[config.mk]
export PLATFORM = sky130hd
export DESIGN_NAME = multitouch_gesture_recognizer_core
export DESIGN_NICKNAME = d
export VERILOG_FILES = /design/src/design/mgr_pkg.sv /design/src/design/mgr_ram.sv /design/src/design/mgr_ctrl.sv /design/src/design/mgr_dp.sv /design/src/design/multitouch_gesture_recognizer_core.sv
export SDC_FILE = /design/constraint.sdc
export NUM_CORES = 2
export LEC_CHECK = 0
export ABC_AREA = 1
export BUFFER_PORTS_ARGS = -buffer_cell sky130_fd_sc_hd__buf_2
export CAP_MARGIN = 20
export CORE_MARGIN = 3
export CORE_UTILIZATION = 57
export DETAILED_ROUTE_END_ITERATION = 12
export PLACE_DENSITY_LB_ADDON = 0.1
export SYNTH_ARGS = -nofsm -noshare
export SYNTH_HDL_FRONTEND = slang
export SYNTH_SLANG_ARGS = --single-unit
[constraint.sdc]
create_clock -name clk -period 7.47 [get_ports clk]
set_clock_uncertainty 0.1 [all_clocks]
set_input_delay 0.3735 -clock clk [delete_from_list [all_inputs] [get_ports clk]]
set_output_delay 0.3735 -clock clk [all_outputs]
set_load 0.1 [all_outputs]
[src/design/mgr_pkg.sv]
`default_nettype none
// ----------------------------------------------------------------------------
// mgr_pkg : gesture recognizer shared definitions
// Constants, word types, controller command/status and small helpers.
// ----------------------------------------------------------------------------
package mgr_pkg;

	localparam int SLOT_COUNT = 16;
	localparam int COORD_BITS = 12;
	localparam int CFG_W      = 12;
	localparam int FINGER_W   = 5;
	localparam int IDX_W      = $clog2(SLOT_COUNT);
	localparam int CNT_W      = $clog2(SLOT_COUNT + 1);
	localparam int SUM_W      = COORD_BITS + IDX_W;
	localparam int DIV_CW     = $clog2(SUM_W + 1);
	localparam int CMP_W      = (COORD_BITS > CFG_W) ? COORD_BITS : CFG_W;
	localparam int ENT_W      = 4 * COORD_BITS;

	localparam logic [CFG_W-1:0] START_DIST_RST = CFG_W'(60);

	localparam logic [1:0] EV_DOWN = 2'd0;
	localparam logic [1:0] EV_MOVE = 2'd1;
	localparam logic [1:0] EV_UP   = 2'd2;

	localparam logic [1:0] GK_TAP   = 2'd0;
	localparam logic [1:0] GK_SWIPE = 2'd1;
	localparam logic [1:0] GK_PINCH = 2'd2;

	localparam logic [1:0] DIR_UP    = 2'd0;
	localparam logic [1:0] DIR_DOWN  = 2'd1;
	localparam logic [1:0] DIR_LEFT  = 2'd2;
	localparam logic [1:0] DIR_RIGHT = 2'd3;
	localparam logic [1:0] DIR_IN    = 2'd0;

	typedef struct packed {
		logic [1:0]            event_kind;
		logic [3:0]            slot_index;
		logic [COORD_BITS-1:0] pos_x;
		logic [COORD_BITS-1:0] pos_y;
	} in_word_t;

	typedef struct packed {
		logic [1:0]            gesture_kind;
		logic [1:0]            direction;
		logic [FINGER_W-1:0]   finger_count;
		logic [COORD_BITS-1:0] start_x;
		logic [COORD_BITS-1:0] start_y;
		logic [COORD_BITS-1:0] end_x;
		logic [COORD_BITS-1:0] end_y;
	} out_word_t;

	typedef struct packed {
		logic capture;
		logic do_down;
		logic do_up;
		logic do_move;
		logic scan_init;
		logic scan_rd;
		logic div_init;
		logic div_step;
		logic hold;
		logic emit;
	} ctrl_cmd_t;

	typedef struct packed {
		logic [1:0] kind;
		logic       slot_ok;
		logic       start_hit;
		logic       scan_last;
		logic       div_done;
		logic       last_lift;
		logic       out_free;
	} ctrl_sts_t;

	function automatic logic [FINGER_W-1:0] sat_fingers(input logic [CNT_W-1:0] c);
		logic [FINGER_W-1:0] r;
		if (int'(c) > 31) begin
			r = '1;
		end else begin
			r = FINGER_W'(c);
		end
		return r;
	endfunction

endpackage
`default_nettype wire

[src/design/mgr_ram.sv]
`default_nettype none
// ----------------------------------------------------------------------------
// mgr_ram : generic single-port-write RAM
// One write port, one read port with registered read data.
// ----------------------------------------------------------------------------
module mgr_ram #(
	parameter int WIDTH = 8,
	parameter int DEPTH = 16
) (
	input  wire logic                     clk,
	input  wire logic                     we,
	input  wire logic [$clog2(DEPTH)-1:0] waddr,
	input  wire logic [WIDTH-1:0]         wdata,
	input  wire logic [$clog2(DEPTH)-1:0] raddr,
	output logic      [WIDTH-1:0]         rdata
);

	logic [WIDTH-1:0] mem_q [DEPTH];
	logic [WIDTH-1:0] rdata_q;

	always_ff @(posedge clk) begin
		if (we) begin
			mem_q[waddr] <= wdata;
		end
		rdata_q <= mem_q[raddr];
	end

	assign rdata = rdata_q;

endmodule
`default_nettype wire

[src/design/mgr_ctrl.sv]
`default_nettype none
// ----------------------------------------------------------------------------
// mgr_ctrl : gesture recognizer sequencer
// Steps each event through decode, slot update, slot scan, divide and result.
// ----------------------------------------------------------------------------
module mgr_ctrl (
	input  wire logic               clk,
	input  wire logic               arst_n,
	input  wire logic               in_valid,
	output logic                    in_stall,
	input  wire mgr_pkg::ctrl_sts_t sts,
	output mgr_pkg::ctrl_cmd_t      cmd
);
	import mgr_pkg::*;

	localparam logic [3:0] S_IDLE    = 4'd0;
	localparam logic [3:0] S_DECODE  = 4'd1;
	localparam logic [3:0] S_MOVE    = 4'd2;
	localparam logic [3:0] S_SCAN    = 4'd3;
	localparam logic [3:0] S_DRAIN   = 4'd4;
	localparam logic [3:0] S_DIVINIT = 4'd5;
	localparam logic [3:0] S_DIV     = 4'd6;
	localparam logic [3:0] S_HOLD    = 4'd7;
	localparam logic [3:0] S_UP      = 4'd8;

	logic [3:0] state_q;
	logic [3:0] state_nxt;

	assign in_stall = (state_q != S_IDLE);

	always_comb begin
		cmd       = '0;
		state_nxt = state_q;
		case (state_q)
			S_IDLE: begin
				if (in_valid) begin
					cmd.capture = 1'b1;
					state_nxt   = S_DECODE;
				end
			end
			S_DECODE: begin
				state_nxt = S_IDLE;
				if (sts.slot_ok) begin
					case (sts.kind)
						EV_DOWN: begin
							cmd.do_down = 1'b1;
						end
						EV_MOVE: begin
							state_nxt = S_MOVE;
						end
						EV_UP: begin
							cmd.do_up = 1'b1;
							state_nxt = S_UP;
						end
						default: begin
							state_nxt = S_IDLE;
						end
					endcase
				end
			end
			S_MOVE: begin
				cmd.do_move = 1'b1;
				if (sts.start_hit) begin
					cmd.scan_init = 1'b1;
					state_nxt     = S_SCAN;
				end else begin
					state_nxt = S_IDLE;
				end
			end
			S_SCAN: begin
				cmd.scan_rd = 1'b1;
				if (sts.scan_last) begin
					state_nxt = S_DRAIN;
				end
			end
			S_DRAIN: begin
				state_nxt = S_DIVINIT;
			end
			S_DIVINIT: begin
				cmd.div_init = 1'b1;
				state_nxt    = S_DIV;
			end
			S_DIV: begin
				if (sts.div_done) begin
					state_nxt = S_HOLD;
				end else begin
					cmd.div_step = 1'b1;
				end
			end
			S_HOLD: begin
				cmd.hold  = 1'b1;
				state_nxt = S_IDLE;
			end
			S_UP: begin
				if (!sts.last_lift) begin
					state_nxt = S_IDLE;
				end else if (sts.out_free) begin
					cmd.emit  = 1'b1;
					state_nxt = S_IDLE;
				end
			end
			default: begin
				state_nxt = S_IDLE;
			end
		endcase
	end

	always_ff @(posedge clk or negedge arst_n) begin
		if (!arst_n) begin
			state_q <= S_IDLE;
		end else begin
			state_q <= state_nxt;
		end
	end

endmodule
`default_nettype wire

[src/design/mgr_dp.sv]
`default_nettype none
// ----------------------------------------------------------------------------
// mgr_dp : gesture recognizer datapath
// Slot store, active flags, scan accumulators, serial divider, held gesture
// and the output word register.
// ----------------------------------------------------------------------------
module mgr_dp (
	input  wire logic                        clk,
	input  wire logic                        arst_n,
	input  wire mgr_pkg::in_word_t           in_word,
	input  wire logic                        cfg_we,
	input  wire logic [mgr_pkg::CFG_W-1:0]   cfg_data,
	input  wire mgr_pkg::ctrl_cmd_t          cmd,
	output mgr_pkg::ctrl_sts_t               sts,
	output logic                             out_valid,
	output mgr_pkg::out_word_t               out_word,
	input  wire logic                        out_stall
);
	import mgr_pkg::*;

	localparam int C = COORD_BITS;

	function automatic logic [C-1:0] abs_d(input logic signed [C:0] v);
		logic [C:0] m;
		m = v[C] ? (~v + 1'b1) : v;
		return m[C-1:0];
	endfunction

	function automatic logic [CNT_W+SUM_W-1:0] div_stage(input logic [CNT_W-1:0] rem,
		input logic [SUM_W-1:0] q, input logic [CNT_W-1:0] d);
		logic [CNT_W:0]   sh;
		logic [CNT_W:0]   diff;
		logic [CNT_W-1:0] rem_n;
		logic             qb;
		sh   = {rem, q[SUM_W-1]};
		diff = sh - {1'b0, d};
		if (sh >= {1'b0, d}) begin
			rem_n = diff[CNT_W-1:0];
			qb    = 1'b1;
		end else begin
			rem_n = sh[CNT_W-1:0];
			qb    = 1'b0;
		end
		return {rem_n, q[SUM_W-2:0], qb};
	endfunction

	// item registers
	logic [1:0]       kind_q;
	logic [3:0]       slot_q;
	logic [C-1:0]     px_q;
	logic [C-1:0]     py_q;
	logic [IDX_W-1:0] sid;

	// control state
	logic [CFG_W-1:0]      dist_q;
	logic [SLOT_COUNT-1:0] active_q;
	logic [CNT_W-1:0]      cnt_q;
	logic [FINGER_W-1:0]   tap_q;
	logic                  started_q;
	logic [1:0]            held_kind_q;
	logic [1:0]            held_dir_q;
	logic [FINGER_W-1:0]   held_fingers_q;
	logic [C-1:0]          held_sx_q;
	logic [C-1:0]          held_sy_q;
	logic                  out_valid_q;
	out_word_t             out_word_q;

	// scan and divide
	logic [IDX_W-1:0]      idx_q;
	logic                  acc_vld_s1;
	logic [IDX_W-1:0]      acc_idx_s1;
	logic [SUM_W-1:0]      sum_x_q;
	logic [SUM_W-1:0]      sum_y_q;
	logic                  xpos_q, xneg_q, ypos_q, yneg_q;
	logic signed [C:0]     dx_q;
	logic signed [C:0]     dy_q;
	logic [SUM_W-1:0]      qx_q;
	logic [SUM_W-1:0]      qy_q;
	logic [CNT_W-1:0]      rx_q;
	logic [CNT_W-1:0]      ry_q;
	logic [CNT_W-1:0]      dvs_q;
	logic [DIV_CW-1:0]     div_cnt_q;

	// ram
	logic             ram_we;
	logic [ENT_W-1:0] ram_wdata;
	logic [IDX_W-1:0] ram_raddr;
	logic [ENT_W-1:0] ram_rdata;
	logic [C-1:0]     r_sx, r_sy, r_cx, r_cy;

	logic signed [C:0]     dx;
	logic signed [C:0]     dy;
	logic signed [C:0]     ddx;
	logic signed [C:0]     ddy;
	logic [CNT_W-1:0]      cnt_inc;
	logic [CNT_W+SUM_W-1:0] stage_x;
	logic [CNT_W+SUM_W-1:0] stage_y;
	logic                  swipe;

	assign sid = IDX_W'(slot_q);

	assign r_sx = ram_rdata[4*C-1:3*C];
	assign r_sy = ram_rdata[3*C-1:2*C];
	assign r_cx = ram_rdata[2*C-1:C];
	assign r_cy = ram_rdata[C-1:0];

	assign ram_we    = cmd.do_down | cmd.do_move;
	assign ram_wdata = cmd.do_down ? {px_q, py_q, px_q, py_q} : {r_sx, r_sy, px_q, py_q};
	assign ram_raddr = cmd.scan_rd ? idx_q : sid;

	mgr_ram #(
		.WIDTH(ENT_W),
		.DEPTH(SLOT_COUNT)
	) u_slot_ram (
		.clk  (clk),
		.we   (ram_we),
		.waddr(sid),
		.wdata(ram_wdata),
		.raddr(ram_raddr),
		.rdata(ram_rdata)
	);

	assign dx  = $signed({1'b0, px_q}) - $signed({1'b0, r_sx});
	assign dy  = $signed({1'b0, py_q}) - $signed({1'b0, r_sy});
	assign ddx = $signed({1'b0, r_cx}) - $signed({1'b0, r_sx});
	assign ddy = $signed({1'b0, r_cy}) - $signed({1'b0, r_sy});

	assign cnt_inc = cnt_q + CNT_W'(!active_q[sid]);
	assign stage_x = div_stage(rx_q, qx_q, dvs_q);
	assign stage_y = div_stage(ry_q, qy_q, dvs_q);
	assign swipe   = xpos_q | xneg_q | ypos_q | yneg_q;

	always_comb begin
		sts.kind      = kind_q;
		sts.slot_ok   = int'(slot_q) < SLOT_COUNT;
		sts.start_hit = !started_q && (cnt_q >= CNT_W'(2)) &&
			((CMP_W'(abs_d(dx)) >= CMP_W'(dist_q)) || (CMP_W'(abs_d(dy)) >= CMP_W'(dist_q)));
		sts.scan_last = (idx_q == IDX_W'(SLOT_COUNT - 1));
		sts.div_done  = (div_cnt_q == DIV_CW'(SUM_W));
		sts.last_lift = (cnt_q == '0);
		sts.out_free  = !out_valid_q || !out_stall;
	end

	always_ff @(posedge clk or negedge arst_n) begin
		if (!arst_n) begin
			dist_q         <= START_DIST_RST;
			active_q       <= '0;
			cnt_q          <= '0;
			tap_q          <= '0;
			started_q      <= 1'b0;
			held_kind_q    <= '0;
			held_dir_q     <= '0;
			held_fingers_q <= '0;
			held_sx_q      <= '0;
			held_sy_q      <= '0;
			out_valid_q    <= 1'b0;
			acc_vld_s1     <= 1'b0;
		end else begin
			if (cfg_we) begin
				dist_q <= cfg_data;
			end
			acc_vld_s1 <= cmd.scan_rd;
			if (cmd.do_down) begin
				active_q[sid] <= 1'b1;
				cnt_q         <= cnt_inc;
				tap_q         <= sat_fingers(cnt_inc);
			end
			if (cmd.do_up) begin
				active_q[sid] <= 1'b0;
				if (active_q[sid]) begin
					cnt_q <= cnt_q - 1'b1;
				end
			end
			if (cmd.hold) begin
				started_q      <= 1'b1;
				held_fingers_q <= sat_fingers(cnt_q);
				held_sx_q      <= qx_q[C-1:0];
				held_sy_q      <= qy_q[C-1:0];
				if (swipe) begin
					held_kind_q <= GK_SWIPE;
					if (abs_d(dx_q) > abs_d(dy_q)) begin
						held_dir_q <= (dx_q > 0) ? DIR_RIGHT : DIR_LEFT;
					end else begin
						held_dir_q <= (dy_q > 0) ? DIR_DOWN : DIR_UP;
					end
				end else begin
					held_kind_q <= GK_PINCH;
					held_dir_q  <= DIR_IN;
				end
			end
			if (cmd.emit) begin
				started_q   <= 1'b0;
				out_valid_q <= 1'b1;
			end else if (!out_stall) begin
				out_valid_q <= 1'b0;
			end
		end
	end

	always_ff @(posedge clk) begin
		if (cmd.capture) begin
			kind_q <= in_word.event_kind;
			slot_q <= in_word.slot_index;
			px_q   <= in_word.pos_x;
			py_q   <= in_word.pos_y;
		end
		if (cmd.do_move) begin
			dx_q <= dx;
			dy_q <= dy;
		end
		if (cmd.scan_init) begin
			idx_q   <= '0;
			sum_x_q <= '0;
			sum_y_q <= '0;
			xpos_q  <= 1'b1;
			xneg_q  <= 1'b1;
			ypos_q  <= 1'b1;
			yneg_q  <= 1'b1;
		end else begin
			if (cmd.scan_rd) begin
				idx_q <= idx_q + 1'b1;
			end
			if (acc_vld_s1 && active_q[acc_idx_s1]) begin
				sum_x_q <= sum_x_q + SUM_W'(r_sx);
				sum_y_q <= sum_y_q + SUM_W'(r_sy);
				if (ddx < 0) xpos_q <= 1'b0;
				if (ddx > 0) xneg_q <= 1'b0;
				if (ddy < 0) ypos_q <= 1'b0;
				if (ddy > 0) yneg_q <= 1'b0;
			end
		end
		acc_idx_s1 <= idx_q;
		if (cmd.div_init) begin
			qx_q      <= sum_x_q;
			qy_q      <= sum_y_q;
			rx_q      <= '0;
			ry_q      <= '0;
			dvs_q     <= (cnt_q == '0) ? CNT_W'(1) : cnt_q;
			div_cnt_q <= '0;
		end else if (cmd.div_step) begin
			{rx_q, qx_q} <= stage_x;
			{ry_q, qy_q} <= stage_y;
			div_cnt_q    <= div_cnt_q + 1'b1;
		end
		if (cmd.emit) begin
			if (!started_q) begin
				out_word_q.gesture_kind <= GK_TAP;
				out_word_q.direction    <= DIR_IN;
				out_word_q.finger_count <= tap_q;
				out_word_q.start_x      <= r_sx;
				out_word_q.start_y      <= r_sy;
				out_word_q.end_x        <= '0;
				out_word_q.end_y        <= '0;
			end else begin
				out_word_q.gesture_kind <= held_kind_q;
				out_word_q.direction    <= held_dir_q;
				out_word_q.finger_count <= held_fingers_q;
				out_word_q.start_x      <= held_sx_q;
				out_word_q.start_y      <= held_sy_q;
				out_word_q.end_x        <= (held_kind_q == GK_SWIPE) ? px_q : '0;
				out_word_q.end_y        <= (held_kind_q == GK_SWIPE) ? py_q : '0;
			end
		end
	end

	assign out_valid = out_valid_q;
	assign out_word  = out_word_q;

endmodule
`default_nettype wire

[src/design/multitouch_gesture_recognizer_core.sv]
// Result: on the last lift the output word is registered from the up state once the
//   output register is free. Input: one event at a time; the next word is taken only
//   once the sequencer is back in idle, and a move that starts a gesture first runs
//   a slot RAM scan, then a bit-serial divide for the mean start point.
// Stalls: a result finding the output register full and stalled holds off the input.
// Reset: arst_n clears slot flags, finger count, gesture state and output valid.
`default_nettype none
// ----------------------------------------------------------------------------
// multitouch_gesture_recognizer_core : multi-touch gesture recognizer
// Tracks contact slots and reports tap, swipe or pinch on the last lift.
// ----------------------------------------------------------------------------
module multitouch_gesture_recognizer_core (
	input  wire logic                      clk,
	input  wire logic                      arst_n,
	input  wire logic                      in_valid,
	input  wire mgr_pkg::in_word_t         in_word,
	output logic                           in_stall,
	output logic                           out_valid,
	output mgr_pkg::out_word_t             out_word,
	input  wire logic                      out_stall,
	input  wire logic                      cfg_valid,
	output logic                           cfg_ready,
	input  wire logic [mgr_pkg::CFG_W-1:0] cfg_data
);
	import mgr_pkg::*;

	ctrl_cmd_t cmd;
	ctrl_sts_t sts;

	assign cfg_ready = 1'b1;

	mgr_ctrl u_ctrl (
		.clk     (clk),
		.arst_n  (arst_n),
		.in_valid(in_valid),
		.in_stall(in_stall),
		.sts     (sts),
		.cmd     (cmd)
	);

	mgr_dp u_dp (
		.clk      (clk),
		.arst_n   (arst_n),
		.in_word  (in_word),
		.cfg_we   (cfg_valid & cfg_ready),
		.cfg_data (cfg_data),
		.cmd      (cmd),
		.sts      (sts),
		.out_valid(out_valid),
		.out_word (out_word),
		.out_stall(out_stall)
	);

endmodule
`default_nettype wire

==> summary.md <==
The die extent in y was 299 um; the starting utilization of the core area was 0.579. Detailed routing placed a total of 61700 um of wire on met2. The minimum clock period is 5420 ps, and the net total in the final layout is 4864. The first global-routing pass estimated 198000 um of wire. The number of hold violations in the final report is 0, and the final wirelength is 132000 um.

For the count of routing violations after the opening detailed-route iteration, the log shows 3808. The tools report the beginning of the critical path as u_dp.px_q[0]. The final clock period utilization by the worst path was 0.726.

The tools report the post-placement cell area as 50700 sq um. The run gives 0.365 as the combinational share of power. The post-detailed-route wirelength per cell was 22.4 um.

After clock tree synthesis, the clock-pin slew on the worst setup and hold paths is 60 ps. The tools report the number of detailed-route iterations in the first pass as 5. The number of enable-type register cells in the synthesized netlist works out to 918. Summed over all nets, the switching power comes to 8.54 mW. Post-CTS repair changed the size of 0 cells.

For this run, the top clock speed supported by timing is 0.185 GHz. Leaving out filler cells and counting taps, the final layout contains 5912. The share of post-route cells with drive strength above 1 came out at 0.0844. By startpoint and endpoint, the worst setup path is classified as reg2reg. Element type at the critical path start: a flip-flop. TritonCTS built the clock tree. Setup violations remaining at the end of the flow were counted as 0. The overall die width is 299 um. The switching share of power was 0.381. The fraction of registers with async set or reset after synthesis came out at 0.0707. Counting stages on the worst path, the most repeated cell is sky130_fd_sc_hd__nand2_1. After global routing the overflow that remains totals 0. With fillers left out, the area of the finished cells amounts to 55000 sq um.

The congestion estimate from routability-driven global placement came to 0.917. The tree is rooted in a sky130_fd_sc_hd__clkbuf_16. No sink is reached through more buffers than the 3 on the longest clock path. The max-slew headroom at the worst pin was 0.234. In this run the worst setup path terminates at u_dp.sum_y_q[0]. The number of DRC violations after detailed routing was 0.

The worst register-to-register path begins at u_dp.px_q[0]. The post-placement cell count came out at 5653. Proportion of power drawn by flip-flops and latches: 0.377.

Combined area of all synthesized cells: 48800 sq um. Setup repair after global routing left no endpoint under its margin. The combined global-route utilization of all metal layers is 0.295. For flop-to-flop paths, the worst setup slack is 2050 ps.

Data arrives at the worst endpoint at 5900 ps. The number of vias per cell after detailed routing was 5.80. The dominant synthesized flop cell was sky130_fd_sc_hd__edfxtp_1. Once detail routing completed, the nets flagged for antenna violations numbered 0. Across the run, the number of max-cap violations was 0.

In this run, CTS created clock tree buffers numbering 111. Among all stages on the critical path, the largest delay is contributed by sky130_fd_sc_hd__edfxtp_1. The run gives 3 as the H-tree depth.

Summed over all failing endpoints, the final setup total negative slack is 0 ps. The worst hold path cell count works out to 3. In this run, distinct cell masters in the synthesized netlist total 51. The total of buffers placed on input and output ports was 105; the mean area per synthesized cell was 10.8 sq um. When the netlist entered floorplanning its net count stood at 4719.

Number of clock sinks seen by CTS: 1103. The number of register bits inferred by synthesis works out to 1103. The flow ran to the end, and the final reports show no timing, DRC or antenna violations. The detailed router put a total of 56300 um of wire on met1. Detailed routing inserted a total of 34300 vias. After technology mapping, the gate count stands at 4535.

Row generation in the floorplan step produced 106 rows. The logs give 0.257 for the relative contribution of the clock network to total power and 0.246 mV for the highest ir drop seen on vdd. The biggest cell delay along the critical path works out to 740 ps. The path class of the tightest hold or removal check is in2reg.

Of all nets on the critical path, the largest fanout is 27. During synthesis, Yosys emitted a total of 0 warnings. The internal portion of the total power is 13.9 mW. For the full die area, the log shows 89100 sq um. The tools report the leakage power as 21.1 nW. Counting cells, the worst reg-to-reg path comes to 28.

Count of final max-slew check failures: 0. The maximum number of pins on one net before global-route repair was 165; the floorplan core area was 84200 sq um. The routed design uses 10100 um of met3 wire.

Nature of the critical path endpoint: a flip-flop. In this run the count of I/O pins placed on the die edge is 107. Area growth from synthesis to final layout: 12.8%. The end of the worst register-to-register path is u_dp.sum_y_q[0].

The cell area power density came out at 408 nW/um^2. In this run the top signal layer used is met4. The number of antenna violations at the first check in global routing is 3, and the required time at the worst-slack endpoint is 7950 ps. The via count of the first global-routing pass was 32100. The tools report the estimated wirelength of the detail-placed design as 79500 um.

The run gives 0.649 as the sequential area share after synthesis. The later pin in the worst-skew pair is clocked with a latency of 690 ps. Transition at the pin with the smallest max-transition slack: 1140 ps. The total power consumption of the routed design came out at 22.4 mW.
-- critical path, delay by kind of cell (launching register included) --
family          cells  cell delay (ps)
fa+ha+maj           3              920
flops               1              740
buf+inv             6             1500
simple gates       17             1580
compound gates      2              500
-- logic make-up (layout without fill, tap and decap cells) --
logic type	after synthesis	in the layout	synth area share
other cells	1	2	0.0000769
buf+inv	648	890	0.0525
simple gates	1537	1537	0.125
flops	1103	1103	0.649
fa+ha+maj	137	137	0.0364
mux	1	1	0.000231
compound gates	1037	1037	0.123
xor+xnor	71	71	0.0127
-- routing by layer --
layer  up-vias  global-route usage
met5         -                   0
met2      1342               0.475
met1     16600               0.422
met3       226              0.0367
met4         0              0.0925
li1      16100                   -
-- layout make-up --
type / count / area, sq um
flip-flops and latches: 1103 / 31700
multi-input cells: 2784 / 14700
fillers: 6514 / 29200
diodes: 1 / 2.50
inverters: 437 / 1660
clock buffers: 151 / 3050
well taps: 1134 / 1420
clock inverters: 59 / 778
repair buffers: 243 / 1750
-- timing repair --
| item | CTS | global route |
|---|---|---|
| endpoints found under the hold margin | 55 | 0 |
| setup buffers | 0 | 0 |
| hold buffers | 47 | 0 |
-- synthesized netlist by cell type (all sizes together), types with 8 or more instances --
cell type | instances | share of area
a21oi | 152 | 0.016
buf | 95 | 0.0099
clkbuf | 116 | 0.0090
dfrtp | 74 | 0.038
dfxtp | 107 | 0.044
edfxtp | 918 | 0.57
fa | 8 | 0.0033
ha | 129 | 0.033
inv | 434 | 0.033
nand2 | 744 | 0.057
nand3 | 140 | 0.014
nand3b | 9 | 0.0014
nand4 | 24 | 0.0031
nor2 | 580 | 0.045
nor3 | 32 | 0.0033
o211ai | 289 | 0.044
o21ai | 557 | 0.057
o22ai | 10 | 0.0013
xnor2 | 29 | 0.0052
xor2 | 42 | 0.0075
-- flip-flops by register name (all words and copies together), names as in the netlist, 13 cells and up --
signal / count
u_dp.u_slot_ram.rdata: 48
u_dp.dx_q: 13
u_dp.u_slot_ram.mem_q: 768
u_dp.dy_q: 13
u_dp.sum_y_q: 16
u_dp.active_q: 16
u_dp.sum_x_q: 16
u_dp.qy_q: 16
u_dp.qx_q: 16
u_dp.out_word: 57
-- cells in the final DEF, fill, tap and decap left out, drive strengths merged, types with 5 or more instances in the layout --
master       count
fa               8
nand3b           9
ha             129
dlygate4sd3     47
inv            439
dfxtp          107
o21ai          557
clkinv          40
a21o             5
o22ai           10
xor2            42
bufinv          16
nand3          140
clkbuf         151
xnor2           29
dfrtp           74
nor2           580
nor3            32
edfxtp         918
a21oi          152
buf            196
nand2          744
nand4           24
a31oi            5
o211ai         289
-- worst min path at each step --
stage | start | to
after global routing | cfg_valid | u_dp.dist_q[9]
after CTS | cfg_valid | u_dp.dist_q[5]
after detailed placement | arst_n | u_dp.tap_q[2]
final | cfg_valid | u_dp.dist_q[5]
after floorplan | arst_n | u_ctrl.state_q[0]
after global placement | arst_n | u_dp.tap_q[2]
-- power groups by stage --
stage	sequential [mW]	clock, mW	combinational [mW]
6_report	8.46	5.78	8.20
4_1_cts	8.45	5.84	8.13
3_3_place_gp	8.55	0	7.94
2_1_floorplan	8.41	0	5.68
5_1_grt	8.52	6.11	9.21
3_5_place_dp	8.56	0	8.05
-- per-stage QoR --
stage / worst slack, ps / hold WS [ps] / utilization
finish: 2050 / 18.6 / 0.653
CTS: 1950 / 1.77 / 0.653
global route: 1420 / 53.5 / 0.653
global placement: 2000 / 116 / 0.602
detailed placement: 1970 / 119 / 0.602
floorplan: 557 / -22.1 / -
(Power assumes the default switching activity.)
